File: src/hw/rtl/gsp_pkg.sv
`default_nettype none

package gsp_pkg;

    localparam int SYM_W  = 7;
    localparam int TONE_W = 24;
    localparam int BYTE_W = 8;
    localparam int CS_W   = 9;
    localparam int ACT_W  = 2;
    localparam int IDX_W  = 7;
    localparam int REM_W  = 4;

    localparam logic [ACT_W-1:0] ACT_GPS_BYTE  = 2'd0;
    localparam logic [ACT_W-1:0] ACT_SYM_TICK  = 2'd1;
    localparam logic [ACT_W-1:0] ACT_LOAD_SYM  = 2'd2;
    localparam logic [ACT_W-1:0] ACT_LOAD_TONE = 2'd3;

    localparam logic [BYTE_W-1:0] CH_DOLLAR = 8'h24;
    localparam logic [BYTE_W-1:0] CH_G      = 8'h47;
    localparam logic [BYTE_W-1:0] CH_A      = 8'h41;
    localparam logic [BYTE_W-1:0] CH_PLUS   = 8'h2B;
    localparam logic [BYTE_W-1:0] CH_MINUS  = 8'h2D;
    localparam logic [BYTE_W-1:0] CH_ZERO   = 8'h30;
    localparam logic [BYTE_W-1:0] CH_NINE   = 8'h39;
    localparam logic [BYTE_W-1:0] CH_SPACE  = 8'h20;
    localparam logic [BYTE_W-1:0] CH_TAB    = 8'h09;
    localparam logic [BYTE_W-1:0] CH_CR     = 8'h0D;

    localparam logic [CS_W-1:0] CS_RESET     = 9'd60;
    localparam logic [CS_W-1:0] CS_HALF_MIN  = 9'd30;
    localparam logic [7:0]      SEC_HALF_MIN = 8'd30;

    // reciprocal of 60 scaled by 2^16, exact for every 9 bit value
    localparam logic [19:0] RECIP_60 = 20'd1093;

    typedef struct packed {
        logic latch;
        logic exec;
        logic parse;
        logic mod_step;
        logic start;
        logic sym_rd;
        logic tone_rd;
        logic tone_ld;
        logic out_load;
    } cmd_t;

    typedef struct packed {
        logic [ACT_W-1:0] action;
        logic             gga_hit;
        logic             time_match;
        logic             out_busy;
    } status_t;

    function automatic logic [3:0] cycle_minutes(input logic [CS_W-1:0] cs);
        logic [19:0] p;
        p = 20'(cs) * RECIP_60;
        return p[19:16];
    endfunction

    function automatic logic is_space(input logic [BYTE_W-1:0] c);
        return (c == CH_SPACE) || (c >= CH_TAB && c <= CH_CR);
    endfunction

    function automatic logic is_digit(input logic [BYTE_W-1:0] c);
        return (c >= CH_ZERO) && (c <= CH_NINE);
    endfunction

    // two character decimal field, leading blank and sign allowed, modulo 256
    function automatic logic [7:0] two_digit_value(input logic [BYTE_W-1:0] a,
                                                   input logic [BYTE_W-1:0] b);
        logic [7:0] v;
        logic [7:0] da;
        logic [7:0] db;
        da = a - CH_ZERO;
        db = b - CH_ZERO;
        v  = 8'd0;
        if (is_space(a))
        begin
            if (is_digit(b))
            begin
                v = db;
            end
        end
        else if (a == CH_PLUS || a == CH_MINUS)
        begin
            if (is_digit(b))
            begin
                v = db;
            end
            if (a == CH_MINUS)
            begin
                v = 8'd0 - v;
            end
        end
        else if (is_digit(a))
        begin
            if (is_digit(b))
            begin
                v = 8'(da * 8'd10 + db);
            end
            else
            begin
                v = da;
            end
        end
        return v;
    endfunction

endpackage

`default_nettype wire

File: src/hw/rtl/gsp_ctrl.sv
`default_nettype none

module gsp_ctrl (
    input  wire logic             clk,
    input  wire logic             rst_n,
    input  wire logic             in_valid,
    output logic                  in_ready,
    input  wire gsp_pkg::status_t status,
    output gsp_pkg::cmd_t         cmd
);

    localparam logic [3:0] ST_IDLE    = 4'd0;
    localparam logic [3:0] ST_EXEC    = 4'd1;
    localparam logic [3:0] ST_PARSE   = 4'd2;
    localparam logic [3:0] ST_MOD     = 4'd3;
    localparam logic [3:0] ST_MATCH   = 4'd4;
    localparam logic [3:0] ST_SYM_RD  = 4'd5;
    localparam logic [3:0] ST_TONE_RD = 4'd6;
    localparam logic [3:0] ST_TONE_LD = 4'd7;
    localparam logic [3:0] ST_FIN     = 4'd8;

    // four radix-4 steps cover the 8 bit minute value
    localparam logic [1:0] MOD_LAST = 2'd3;

    logic [3:0] state_reg;
    logic [3:0] state_next;
    logic [1:0] step_reg;
    logic [1:0] step_next;

    always_comb
    begin
        state_next = state_reg;
        step_next  = step_reg;
        cmd        = '0;
        in_ready   = 1'b0;
        case (state_reg)
            ST_IDLE:
            begin
                in_ready = 1'b1;
                if (in_valid)
                begin
                    cmd.latch  = 1'b1;
                    state_next = ST_EXEC;
                end
            end
            ST_EXEC:
            begin
                cmd.exec = 1'b1;
                case (status.action)
                    gsp_pkg::ACT_GPS_BYTE: state_next = ST_PARSE;
                    gsp_pkg::ACT_SYM_TICK: state_next = ST_SYM_RD;
                    default:               state_next = ST_FIN;
                endcase
            end
            ST_PARSE:
            begin
                cmd.parse = 1'b1;
                step_next = 2'd0;
                state_next = status.gga_hit ? ST_MOD : ST_FIN;
            end
            ST_MOD:
            begin
                cmd.mod_step = 1'b1;
                step_next    = step_reg + 2'd1;
                if (step_reg == MOD_LAST)
                begin
                    state_next = ST_MATCH;
                end
            end
            ST_MATCH:
            begin
                if (status.time_match)
                begin
                    cmd.start  = 1'b1;
                    state_next = ST_SYM_RD;
                end
                else
                begin
                    state_next = ST_FIN;
                end
            end
            ST_SYM_RD:
            begin
                cmd.sym_rd = 1'b1;
                state_next = ST_TONE_RD;
            end
            ST_TONE_RD:
            begin
                cmd.tone_rd = 1'b1;
                state_next  = ST_TONE_LD;
            end
            ST_TONE_LD:
            begin
                cmd.tone_ld = 1'b1;
                state_next  = ST_FIN;
            end
            ST_FIN:
            begin
                if (!status.out_busy)
                begin
                    cmd.out_load = 1'b1;
                    state_next   = ST_IDLE;
                end
            end
            default:
            begin
                state_next = ST_IDLE;
            end
        endcase
    end

    always_ff @(posedge clk or negedge rst_n)
    begin
        if (!rst_n)
        begin
            state_reg <= ST_IDLE;
            step_reg  <= 2'd0;
        end
        else
        begin
            state_reg <= state_next;
            step_reg  <= step_next;
        end
    end

endmodule

`default_nettype wire

File: src/hw/rtl/gsp_datapath.sv
`default_nettype none

module gsp_datapath #(
    parameter int MESSAGE_SYMBOLS = 85,
    parameter int TONE_COUNT      = 65,
    parameter int CAPTURE_BYTES   = 15
) (
    input  wire logic                          clk,
    input  wire logic                          rst_n,
    input  wire logic                          cfg_write_en,
    input  wire logic [gsp_pkg::CS_W-1:0]      cfg_write_data,
    input  wire logic [gsp_pkg::ACT_W-1:0]     action,
    input  wire logic [gsp_pkg::BYTE_W-1:0]    rx_byte,
    input  wire logic [gsp_pkg::IDX_W-1:0]     table_index,
    input  wire logic [gsp_pkg::TONE_W-1:0]    table_value,
    input  wire gsp_pkg::cmd_t                 cmd,
    output gsp_pkg::status_t                   status,
    output logic                               out_valid,
    input  wire logic                          out_ready,
    output logic [gsp_pkg::TONE_W-1:0]         tone_period,
    output logic                               indicator,
    output logic [gsp_pkg::SYM_W-1:0]          symbol_position,
    output logic                               sync_restart,
    output logic                               time_captured
);

    localparam int SAW = (MESSAGE_SYMBOLS > 1) ? $clog2(MESSAGE_SYMBOLS) : 1;
    localparam int TAW = $clog2(TONE_COUNT);
    localparam int CIW = $clog2(CAPTURE_BYTES);
    localparam int CCW = $clog2(CAPTURE_BYTES + 1);

    localparam logic [gsp_pkg::SYM_W-1:0] POS_IDLE = gsp_pkg::SYM_W'(MESSAGE_SYMBOLS);
    localparam logic [gsp_pkg::SYM_W:0]   TONE_LIM = (gsp_pkg::SYM_W + 1)'(TONE_COUNT);
    localparam logic [CCW-1:0]            CAP_LIM  = CCW'(CAPTURE_BYTES);

    // latched input word
    logic [gsp_pkg::ACT_W-1:0]  act_reg;
    logic [gsp_pkg::BYTE_W-1:0] rx_reg;
    logic [gsp_pkg::IDX_W-1:0]  idx_reg;
    logic [gsp_pkg::TONE_W-1:0] val_reg;

    logic [gsp_pkg::CS_W-1:0]   cycle_seconds_reg;

    logic [gsp_pkg::SYM_W-1:0]  symbol_mem [MESSAGE_SYMBOLS];
    logic [gsp_pkg::TONE_W-1:0] tone_mem [TONE_COUNT];

    logic [gsp_pkg::BYTE_W-1:0] cap_buf_reg [CAPTURE_BYTES];
    logic [CCW-1:0]             cap_count_reg;
    logic [CCW-1:0]             cap_count_next;
    logic                       capturing_reg;
    logic                       capturing_next;
    logic                       done_reg;
    logic                       done_next;

    logic [gsp_pkg::SYM_W-1:0]  pos_reg;
    logic [gsp_pkg::TONE_W-1:0] tone_reg;
    logic                       ind_reg;
    logic                       restart_reg;
    logic                       captured_reg;

    logic [7:0]                 min_reg;
    logic [7:0]                 sec_reg;
    logic [gsp_pkg::REM_W-1:0]  rem_reg;

    logic [SAW-1:0]             rd_addr_reg;
    logic [gsp_pkg::SYM_W-1:0]  sym_q_reg;
    logic                       sym_ok_reg;
    logic [gsp_pkg::TONE_W-1:0] tone_q_reg;

    logic                       out_valid_reg;
    logic [gsp_pkg::TONE_W-1:0] out_tone_reg;
    logic                       out_ind_reg;
    logic [gsp_pkg::SYM_W-1:0]  out_pos_reg;
    logic                       out_restart_reg;
    logic                       out_captured_reg;

    logic                       eff_cap;
    logic [CCW-1:0]             eff_cnt;
    logic                       store;
    logic [CCW-1:0]             cnt_inc;
    logic                       gga;
    logic [3:0]                 cm;
    logic                       sym_ok;
    logic                       pos_past_end;

    logic [gsp_pkg::REM_W:0]    r1;
    logic [gsp_pkg::REM_W-1:0]  s1;
    logic [gsp_pkg::REM_W:0]    r2;
    logic [gsp_pkg::REM_W-1:0]  s2;
    logic                       time_match;

    // capture: '$' restarts at slot 0 and is itself stored
    always_comb
    begin
        eff_cap        = capturing_reg || (rx_reg == gsp_pkg::CH_DOLLAR);
        eff_cnt        = (rx_reg == gsp_pkg::CH_DOLLAR) ? '0 : cap_count_reg;
        store          = eff_cap && (eff_cnt < CAP_LIM);
        cnt_inc        = eff_cnt + CCW'(1);
        cap_count_next = eff_cnt;
        capturing_next = eff_cap;
        done_next      = 1'b0;
        if (store)
        begin
            cap_count_next = cnt_inc;
            if (cnt_inc >= CAP_LIM)
            begin
                capturing_next = 1'b0;
                done_next      = 1'b1;
            end
        end
    end

    assign gga = done_reg &&
                 (cap_buf_reg[3] == gsp_pkg::CH_G) &&
                 (cap_buf_reg[4] == gsp_pkg::CH_G) &&
                 (cap_buf_reg[5] == gsp_pkg::CH_A);

    assign cm = gsp_pkg::cycle_minutes(cycle_seconds_reg);

    // minutes mod cycle minutes, two restoring steps per cycle
    always_comb
    begin
        r1 = {rem_reg, min_reg[7]};
        s1 = (r1 >= {1'b0, cm}) ? gsp_pkg::REM_W'(r1 - {1'b0, cm})
                                : gsp_pkg::REM_W'(r1);
        r2 = {s1, min_reg[6]};
        s2 = (r2 >= {1'b0, cm}) ? gsp_pkg::REM_W'(r2 - {1'b0, cm})
                                : gsp_pkg::REM_W'(r2);
    end

    always_comb
    begin
        if (cm == 4'd0)
        begin
            time_match = (cycle_seconds_reg == gsp_pkg::CS_HALF_MIN) &&
                         (sec_reg == 8'd0 || sec_reg == gsp_pkg::SEC_HALF_MIN);
        end
        else
        begin
            time_match = (rem_reg == '0) && (sec_reg == 8'd0);
        end
    end

    assign sym_ok       = {1'b0, sym_q_reg} < TONE_LIM;
    assign pos_past_end = pos_reg >= POS_IDLE;

    assign status.action     = act_reg;
    assign status.gga_hit    = gga;
    assign status.time_match = time_match;
    assign status.out_busy   = out_valid_reg && !out_ready;

    always_ff @(posedge clk or negedge rst_n)
    begin
        if (!rst_n)
        begin
            cycle_seconds_reg <= gsp_pkg::CS_RESET;
            cap_count_reg     <= '0;
            capturing_reg     <= 1'b0;
            done_reg          <= 1'b0;
            pos_reg           <= POS_IDLE;
            tone_reg          <= '0;
            ind_reg           <= 1'b0;
            restart_reg       <= 1'b0;
            captured_reg      <= 1'b0;
            out_valid_reg     <= 1'b0;
        end
        else
        begin
            if (cfg_write_en)
            begin
                cycle_seconds_reg <= cfg_write_data;
            end
            if (cmd.latch)
            begin
                restart_reg  <= 1'b0;
                captured_reg <= 1'b0;
                done_reg     <= 1'b0;
            end
            if (cmd.exec && act_reg == gsp_pkg::ACT_GPS_BYTE)
            begin
                cap_count_reg <= cap_count_next;
                capturing_reg <= capturing_next;
                done_reg      <= done_next;
            end
            if (cmd.exec && act_reg == gsp_pkg::ACT_SYM_TICK)
            begin
                if (pos_past_end)
                begin
                    ind_reg <= 1'b0;
                end
                else
                begin
                    pos_reg <= pos_reg + gsp_pkg::SYM_W'(1);
                    ind_reg <= ~ind_reg;
                end
            end
            if (cmd.parse)
            begin
                captured_reg <= gga;
            end
            if (cmd.start)
            begin
                pos_reg     <= '0;
                restart_reg <= 1'b1;
            end
            if (cmd.tone_ld)
            begin
                tone_reg <= sym_ok_reg ? tone_q_reg : '0;
            end
            if (cmd.out_load)
            begin
                out_valid_reg <= 1'b1;
            end
            else if (out_ready)
            begin
                out_valid_reg <= 1'b0;
            end
        end
    end

    always_ff @(posedge clk)
    begin
        if (cmd.latch)
        begin
            act_reg <= action;
            rx_reg  <= rx_byte;
            idx_reg <= table_index;
            val_reg <= table_value;
        end
        if (cmd.exec && act_reg == gsp_pkg::ACT_GPS_BYTE && store)
        begin
            cap_buf_reg[eff_cnt[CIW-1:0]] <= rx_reg;
        end
        if (cmd.exec && act_reg == gsp_pkg::ACT_SYM_TICK)
        begin
            rd_addr_reg <= pos_past_end ? '0 : pos_reg[SAW-1:0];
        end
        if (cmd.parse)
        begin
            min_reg <= gsp_pkg::two_digit_value(cap_buf_reg[9], cap_buf_reg[10]);
            sec_reg <= gsp_pkg::two_digit_value(cap_buf_reg[11], cap_buf_reg[12]);
            rem_reg <= '0;
        end
        if (cmd.mod_step)
        begin
            rem_reg <= s2;
            min_reg <= {min_reg[5:0], 2'b00};
        end
        if (cmd.start)
        begin
            rd_addr_reg <= '0;
        end
        if (cmd.tone_rd)
        begin
            sym_ok_reg <= sym_ok;
        end
        if (cmd.out_load)
        begin
            out_tone_reg     <= tone_reg;
            out_ind_reg      <= ind_reg;
            out_pos_reg      <= pos_reg;
            out_restart_reg  <= restart_reg;
            out_captured_reg <= captured_reg;
        end
    end

    // table storage, registered reads
    always_ff @(posedge clk)
    begin
        if (cmd.exec && act_reg == gsp_pkg::ACT_LOAD_SYM && idx_reg < POS_IDLE)
        begin
            symbol_mem[idx_reg[SAW-1:0]] <= val_reg[gsp_pkg::SYM_W-1:0];
        end
        if (cmd.sym_rd)
        begin
            sym_q_reg <= symbol_mem[rd_addr_reg];
        end
    end

    always_ff @(posedge clk)
    begin
        if (cmd.exec && act_reg == gsp_pkg::ACT_LOAD_TONE && {1'b0, idx_reg} < TONE_LIM)
        begin
            tone_mem[idx_reg[TAW-1:0]] <= val_reg;
        end
        if (cmd.tone_rd && sym_ok)
        begin
            tone_q_reg <= tone_mem[sym_q_reg[TAW-1:0]];
        end
    end

    assign out_valid       = out_valid_reg;
    assign tone_period     = out_tone_reg;
    assign indicator       = out_ind_reg;
    assign symbol_position = out_pos_reg;
    assign sync_restart    = out_restart_reg;
    assign time_captured   = out_captured_reg;

endmodule

`default_nettype wire

File: src/hw/rtl/gps_synced_symbol_playout.sv
// order: exec, then output load once the output is free; a symbol tick adds the
// registered symbol read, tone read and tone load; a gps byte adds a parse, and a
// completed GGA capture adds the 4-step minute modulo unit, a time match and, on a
// start, the tick reads; one word at a time, the next taken after the output load
// reset: period 60 s, player idle at the end position, tone 0, indicator low;
// symbol and tone tables hold no reset value and get no clearing pass
`default_nettype none

module gps_synced_symbol_playout #(
    parameter int MESSAGE_SYMBOLS = 85,
    parameter int TONE_COUNT      = 65,
    parameter int CAPTURE_BYTES   = 15
) (
    input  wire logic                       clk,
    input  wire logic                       rst_n,
    input  wire logic                       cfg_write_en,
    input  wire logic [gsp_pkg::CS_W-1:0]   cfg_write_data,
    input  wire logic                       in_valid,
    output logic                            in_ready,
    input  wire logic [gsp_pkg::ACT_W-1:0]  action,
    input  wire logic [gsp_pkg::BYTE_W-1:0] rx_byte,
    input  wire logic [gsp_pkg::IDX_W-1:0]  table_index,
    input  wire logic [gsp_pkg::TONE_W-1:0] table_value,
    output logic                            out_valid,
    input  wire logic                       out_ready,
    output logic [gsp_pkg::TONE_W-1:0]      tone_period,
    output logic                            indicator,
    output logic [gsp_pkg::SYM_W-1:0]       symbol_position,
    output logic                            sync_restart,
    output logic                            time_captured
);

    gsp_pkg::cmd_t    cmd;
    gsp_pkg::status_t status;

    gsp_ctrl u_ctrl (
        .clk      (clk),
        .rst_n    (rst_n),
        .in_valid (in_valid),
        .in_ready (in_ready),
        .status   (status),
        .cmd      (cmd)
    );

    gsp_datapath #(
        .MESSAGE_SYMBOLS (MESSAGE_SYMBOLS),
        .TONE_COUNT      (TONE_COUNT),
        .CAPTURE_BYTES   (CAPTURE_BYTES)
    ) u_datapath (
        .clk             (clk),
        .rst_n           (rst_n),
        .cfg_write_en    (cfg_write_en),
        .cfg_write_data  (cfg_write_data),
        .action          (action),
        .rx_byte         (rx_byte),
        .table_index     (table_index),
        .table_value     (table_value),
        .cmd             (cmd),
        .status          (status),
        .out_valid       (out_valid),
        .out_ready       (out_ready),
        .tone_period     (tone_period),
        .indicator       (indicator),
        .symbol_position (symbol_position),
        .sync_restart    (sync_restart),
        .time_captured   (time_captured)
    );

endmodule

`default_nettype wire

File: config.mk
export PLATFORM = sky130hd
export DESIGN_NAME = gps_synced_symbol_playout
export DESIGN_NICKNAME = d
export VERILOG_FILES = /design/src/hw/rtl/gsp_pkg.sv /design/src/hw/rtl/gsp_ctrl.sv /design/src/hw/rtl/gsp_datapath.sv /design/src/hw/rtl/gps_synced_symbol_playout.sv
export SDC_FILE = /design/constraint.sdc
export NUM_CORES = 2
export LEC_CHECK = 0
export ABC_AREA = 1
export BUFFER_PORTS_ARGS = -buffer_cell sky130_fd_sc_hd__buf_2
export CAP_MARGIN = 25
export CORE_MARGIN = 2
export CORE_UTILIZATION = 55
export CTS_CLUSTER_DIAMETER = 100
export DETAILED_ROUTE_END_ITERATION = 8
export PLACE_DENSITY = 0.74
export SLEW_MARGIN = 20
export SYNTH_ARGS = -nofsm -noshare
export SYNTH_HDL_FRONTEND = slang
export SYNTH_SLANG_ARGS = --single-unit
File: constraint.sdc
create_clock -name clk -period 4.75 [get_ports clk]
set_clock_uncertainty 0.1 [all_clocks]
set_input_delay 0.95 -clock clk [delete_from_list [all_inputs] [get_ports clk]]
set_output_delay 0.95 -clock clk [all_outputs]
set_load 0.01 [all_outputs]
## Word-level counts from Yosys, hierarchy flattened

Memory sizes are Yosys's and may differ from the RTL's. A register that Yosys moved wholly into a read port is not among the register bits.
Cells that the tools add are included.

| operators by class | value |
|---|---|
| add/subtract/negate cells | 13 |
| multiply operators | 3 |
| $lt $le $gt $ge | 20 |
| equal/unequal tests | 28 |
| muxes and demuxes | 70 |
| bitwise gates (word level) | 1 |
| reductions and logical operators | 42 |

Operators by type and width:

| kind | number |
|---|---|
| 2-to-1 mux 8 bit | 20 |
| == test 8 x 6 -> 1 bit (second input constant) | 7 |
| 2-to-1 mux 4 bit | 11 |
| case mux 4 bit (9 select lines) | 1 |
| >= comparator 8 x 6 -> 1 bit (second input constant) | 4 |
| <= comparator 8 x 6 -> 1 bit (second input constant) | 4 |
| subtractor 8 x 6 -> 8 bit (second input constant) | 4 |
| 2-to-1 mux 1 bit | 31 |
| 2-to-1 mux 7 bit | 4 |
| == test 8 x 7 -> 1 bit (second input constant) | 3 |
| 2-to-1 mux 24 bit | 1 |
| logical AND 1 bit | 21 |
| < comparator 7 bit (second input constant) | 3 |
| multiplier 9 x 11 -> 20 bit (second input constant) | 1 |
| adder 8 bit | 2 |
| == test 4 x 3 -> 1 bit (second input constant) | 4 |
| >= comparator 8 x 4 -> 1 bit (second input constant) | 2 |
| <= comparator 8 x 4 -> 1 bit (second input constant) | 2 |
| multiplier 8 x 3 -> 7 bit (second input constant) | 2 |
| subtractor 1 x 8 -> 8 bit (first input constant) | 2 |
| nonzero test 2 bit | 7 |
| zero test 4 bit | 3 |
| >= comparator 5 x 4 -> 1 bit | 2 |
| == test 9 x 5 -> 1 bit (second input constant) | 1 |
| 24 further kinds | 35 |

| storage, ports and cells | value |
|---|---|
| bits in registers | 159 |
| RAM bits | 2275 |
| input bits | 55 |
| output and inout port bits | 36 |
| word-level logic and storage cells | 207 |
| memories kept | 3 |

Memory list:

| name | words | width | read ports | clocked after memory_dff | wr ports | line | source |
|---|---|---|---|---|---|---|---|
| u_datapath.tone_mem | 65 | 24 | 1 | 1 | 1 | gsp_datapath.sv:45 | `logic [gsp_pkg::TONE_W-1:0] tone_mem [TONE_COUNT];` |
| u_datapath.symbol_mem | 85 | 7 | 1 | 1 | 1 | gsp_datapath.sv:44 | `logic [gsp_pkg::SYM_W-1:0] symbol_mem [MESSAGE_SYMBOLS];` |
| u_datapath.cap_buf_reg | 15 | 8 | 7 | 0 | 1 | gsp_datapath.sv:47 | `logic [gsp_pkg::BYTE_W-1:0] cap_buf_reg [CAPTURE_BYTES];` |

## Depth between registers and ports, before layout

An unclocked memory read counts as a cell.

| logic depth | value |
|---|---|
| word-level depth | 13 |
| gate-level depth with buffers | 33 |

## Cells and area by module

From an unflattened synthesis, not the netlist that was laid out.

| unflattened totals | value |
|---|---|
| cells, all modules | 7320 |
| area, all modules | 96541.3 sq um |

Modules (own cells, without submodules):

| module | times used | cells each | area an instance (sq um) | sequential area each (sq um) |
|---|---|---|---|---|
| gsp_datapath | 1 | 7247 | 96069.6 | 71588.7 |
| gsp_ctrl | 1 | 73 | 471.7 | 150.1 |

## Least setup slack after synthesis

Ideal clock, no wire load.

| timing | value |
|---|---|
| kind | register to register |
| start point | register u_datapath.cycle_seconds_reg[5] (netlist name) |
| end point | register u_datapath.rem_reg[1] (netlist name), data pin |
| library setup time | 0.253 ns |
| arrival time | 4.518 ns |
| setup slack | -0.120 ns |
| cell stages (with the launch flop) | 32 |
| buffers on the path | 0 |
| clock period less this slack | 4.870 ns |
| path through | dfstp_2 -> ha_1 -> inv_1 -> fa_1 -> fa_1 -> inv_1 -> ha_1 -> inv_1 -> nor2_1 -> nand2_1 -> nand2_1 -> nand2_1 -> nor2_1 -> o21bai_1 -> nand2_1 -> xor2_1 -> ha_1 -> o211a_1 -> nand4_4 -> nand3_4 -> inv_2 -> nand2_1 -> o21ai_0 -> inv_1 -> ha_1 -> inv_1 -> nor2_1 -> nand3_1 -> nand3_2 -> nand2_1 -> nand2_1 -> nor2_1 |

| on the way | value |
|---|---|
| cells in the longest elaborated chain, start to end | 6 |
| elaborated cells between the ends (all ways) | 8 |
| classes of those cells | add/sub: 2; mul: 1; order compare: 2; mux: 3 |

Ends and longest elaborated chain:

| item | line | source |
|---|---|---|
| from (decl) | gsp_datapath.sv:42 | `logic [gsp_pkg::CS_W-1:0] cycle_seconds_reg;` |
| from (signal assigned) | gsp_datapath.sv:156 | `cycle_seconds_reg <= gsp_pkg::CS_RESET;` |
| from (signal assigned) | gsp_datapath.sv:171 | `cycle_seconds_reg <= cfg_write_data;` |
| multiplier 9 x 11 -> 20 bit * | gsp_pkg.sv:57 | `p = 20'(cs) * RECIP_60;` |
| subtractor 4 bit / >= comparator 5 x 4 -> 1 bit (equally long branches) | gsp_datapath.sv:124 | `s1 = (r1 >= {1'b0, cm}) ? gsp_pkg::REM_W'(r1 - {1'b0, cm})` |
| 2-to-1 mux 4 bit | gsp_datapath.sv:124 |  |
| subtractor 4 bit / >= comparator 5 x 4 -> 1 bit (equally long branches) | gsp_datapath.sv:127 | `s2 = (r2 >= {1'b0, cm}) ? gsp_pkg::REM_W'(r2 - {1'b0, cm})` |
| 2-to-1 mux 4 bit * | gsp_datapath.sv:127 |  |
| 2-to-1 mux 4 bit * | gsp_datapath.sv:244 | `if (cmd.mod_step)` |
| to (signal assigned) | gsp_datapath.sv:242 | `rem_reg <= '0;` |
| to (signal assigned) | gsp_datapath.sv:246 | `rem_reg <= s2;` |
| to (decl) | gsp_datapath.sv:63 | `logic [gsp_pkg::REM_W-1:0] rem_reg;` |

Mark *: on every way between the ends. The rest lies on a longest branch, timed or not.
A chain may end at the register's enable or synchronous reset.

## Worst setup path in the final report

| timing | value |
|---|---|
| start point | register u_datapath.cycle_seconds_reg[6] (netlist name) |
| end point | register u_datapath.rem_reg[1] (netlist name), data pin |

The elaborated chain is that of the path after synthesis.

==> results_dict.tcl <==
set metrics [dict create \
    yosysWarnings 0 \
    period_needed_ns 4.71 \
    fillCellCount 12504 \
    finalNonFillerCells 10074 \
    setup_viol 0 \
    slowest_stage "fa_1" \
    hold_violations 0 \
    drt-vias-per-instance 6.37 \
    use_met2_pct 45.0 \
    slew_headroom_pct 27.4 \
    synth_area_leaders "edfxtp_1, o21ai_0, nor2_1" \
    cap_violations 0 \
    gp_congestion 0.908 \
    synth_common_cells "edfxtp_1, nor2_1, o21ai_0, nand2_1, clkbuf_1" \
    drive_gt1_share_pct 11.4 \
    nNetsFinal 7700 \
    crit_path_start_kind "flip-flop" \
    slowest_delay_ns 0.46 \
    drv_slew 0 \
    cts_root_buf "clkbuf_16" \
    max_clock_freq_mhz 212 \
    synth_edf_count 2336 \
    ys.flop_type "edfxtp_1" \
    cts_tree "done" \
    dp_cells 9632 \
    synth_cells 7407 \
    powerDensity_nw_per_um2 472 \
    start_util_pct 55.4 \
    peakVddDrop_uv 623 \
    drc_errors 0 \
    htree_levels 4 \
    grt_pass1_wl_um 386000 \
    grt_use_total_pct 28.6 \
    ys_ff_latch 2401 \
    criticalPathCategory "reg2reg" \
    insertion_delay_ns 0.87 \
    io_pins 91 \
    use_met3_pct 5.12 \
    syn-num-nets 7554 \
    grt-ovfl-total 0 \
    hp-class "in2reg" \
    portBuffers 90 \
    cts_buffers 229 \
    status "completed" \
    end_kind "flip-flop" \
    drt_first_pass_iters 6 \
    grt_max_degree 189 \
    path_max_fanout 3 \
    routed_wirelength_um 260000 \
    p_leak_nw 35.8 \
    arrival_ns 5.23 \
    path_clk_slew_ns 0.07 \
    numClockSinks 2401 \
    crit_path_frequent_cell "nand2_1" \
    die_h_um 422 \
    core_region_area_um2 174000 \
    seq_area_frac_synth_pct 74.5 \
    netlist.area_leader.share_pct 72.8 \
    largest_reg_flops 1560 \
    worstMarginPinSlew_ns 1.09 \
    synth.most_common_cell "edfxtp_1" \
    yosys.area.top_type "edfxtp_1" \
    clockBufferDepth 3 \
    dp_hpwl_um 147000 \
    met1_usage_pct 39.6 \
    wl_per_cell_um 25.8 \
    placementRows 153 \
    holdPathStages 1 \
    drt_iter0_drc 9800 \
    drtAntennaViolNets 0 \
    syn_to_final_growth_pct 12.6 \
    antenna_found_initial 5 \
    grt_pass1_vias 61406 \
    rsz0062_at_grt "yes" \
    ys_types 65 \
    period_share_pct 99.2 \
    syn_area_um2 96300 \
    vias 64138 \
    r2r_slack_ns 0.04 \
    r2r_cells 29 \
    fp.dieW_um 422 \
    grt.busiest_layer "met2" \
    syn_avg_cell_area_um2 13.0 \
    required_ns 5.27 \
    whs_ns 0.149 \
    die_area_um2 178000 \
    async_flop_share_pct 2.33 \
]
-- power by group --
group	switching, mW	internal [mW]
clock network	7.84	10.2
registers	0.333	24.5
logic	6.11	2.16
total	14.3	36.9
-- cell usage in the layout (no fill, tap or decap), types with 8 or more instances in the layout --
| cell | Yosys | routed |
|---|---|---|
| nand2_2 | 14 | 18 |
| nor3_1 | 86 | 54 |
| clkbuf_8 | 0 | 8 |
| xor2_1 | 21 | 20 |
| o22ai_1 | 350 | 350 |
| nand2_1 | 560 | 555 |
| a221oi_1 | 9 | 9 |
| inv_1 | 203 | 185 |
| nand3_2 | 5 | 9 |
| clkinvlp_4 | 0 | 9 |
| a211oi_1 | 16 | 16 |
| nor2_1 | 1309 | 1267 |
| dfstp_2 | 8 | 8 |
| a22oi_1 | 8 | 8 |
| o221ai_1 | 171 | 171 |
| inv_2 | 3 | 15 |
| o21ai_0 | 1126 | 1125 |
| ha_1 | 82 | 72 |
| nor2_4 | 0 | 10 |
| clkinv_2 | 0 | 41 |
| buf_4 | 0 | 261 |
| clkbuf_1 | 415 | 59 |
| buf_12 | 0 | 32 |
| dfrtp_1 | 48 | 48 |
| buf_2 | 38 | 90 |
| nor4_1 | 11 | 11 |
| nor2_2 | 2 | 34 |
| fa_1 | 10 | 8 |
| edfxtp_1 | 2336 | 2336 |
| clkinv_1 | 9 | 50 |
| nor3_2 | 1 | 32 |
| nand4_1 | 37 | 37 |
| xnor2_1 | 12 | 12 |
| clkbuf_16 | 0 | 230 |
| bufinv_16 | 0 | 22 |
| o211ai_1 | 67 | 67 |
| a31oi_1 | 46 | 46 |
| a21oi_1 | 117 | 115 |
| nand3_1 | 173 | 169 |
-- logic make-up (layout without fill, tap and decap cells) --
logic type	Yosys count	count (layout)	share of synthesized area, %
buffers and inverters	689	1029	2.73
flip-flops	2401	2401	74.5
AND/OR/NAND/NOR	2221	2221	9.31
other	0	2	0
AO/OA/AOI/OAI	1970	1970	11.9
XOR/XNOR	33	33	0.300
multiplexers	1	1	0.0117
adder cells (fa/ha/maj)	92	92	1.27
-- cell type report --
type	instances	area (um2)	area share [%]
sequential	2401	71700	66.1
tap	2325	2910	2.68
multi-input combinational	4317	22400	20.7
clock buffer	297	6090	5.61
clock inverter	128	1340	1.24
timing repair buffer	389	3100	2.86
inverter	215	837	0.772
antenna	2	5.00	0.00461
-- path summary, 6_finish.rpt --
path                                                 start                         endpoint
setup / recovery           u_datapath.cycle_seconds_reg[6]            u_datapath.rem_reg[1]
max in group asynchronous                            rst_n  u_datapath.cycle_seconds_reg[5]
setup reg to reg           u_datapath.cycle_seconds_reg[6]            u_datapath.rem_reg[1]
min in group asynchronous                            rst_n            u_datapath.pos_reg[3]
hold / removal                              table_value[8]            u_datapath.val_reg[8]
hold reg to reg                    u_datapath.tone_reg[13]       u_datapath.tone_period[13]
-- metrics by stage --
step | util, % | setup slack, ns | TNS [ns] | total power, mW | instance area (um2)
final | 62.3 | 0.0362 | 0 | 51.2 | 108000
after global routing | 62.3 | -0.263 | -0.792 | 52.8 | 108000
after CTS | 62.2 | -0.0143 | -0.0203 | 51.1 | 108000
after detailed placement | 57.9 | -0.155 | -0.490 | 33.2 | 101000
after global placement | 57.9 | -0.187 | -0.639 | 33.1 | 101000
after floorplan | - | 0.00628 | 0 | 30.0 | 96300
-- timing repair --
| item | 4_1_cts | 5_1_grt |
|---|---|---|
| endpoints found under the hold margin | 19 | 0 |
| gates resized for setup | 13 | 35 |
| hold buffers | 1 | 0 |
| buffers inserted | 6 | 5 |
| setup endpoints to repair | 4 | 7 |
| pin swaps | 20 | 26 |
-- worst max-delay path, delay by kind of cell, from the launching register on --
kind                     cells  cell delay, ns
AO/OA/AOI/OAI                3            0.39
XOR/XNOR                     1            0.25
flip-flops                   1            0.42
buffers and inverters        4            0.23
AND/OR/NAND/NOR             15            1.17
adder cells (fa/ha/maj)      6            1.90
-- routing by layer --
metal  part of all wire, %  wire length (um)
met4                   4.5             11700
met1                    38             97900
met2                    47            121000
met3                    11             29100
met5                0.0081                21
No activity file was read; power rests on OpenSTA's default activity.
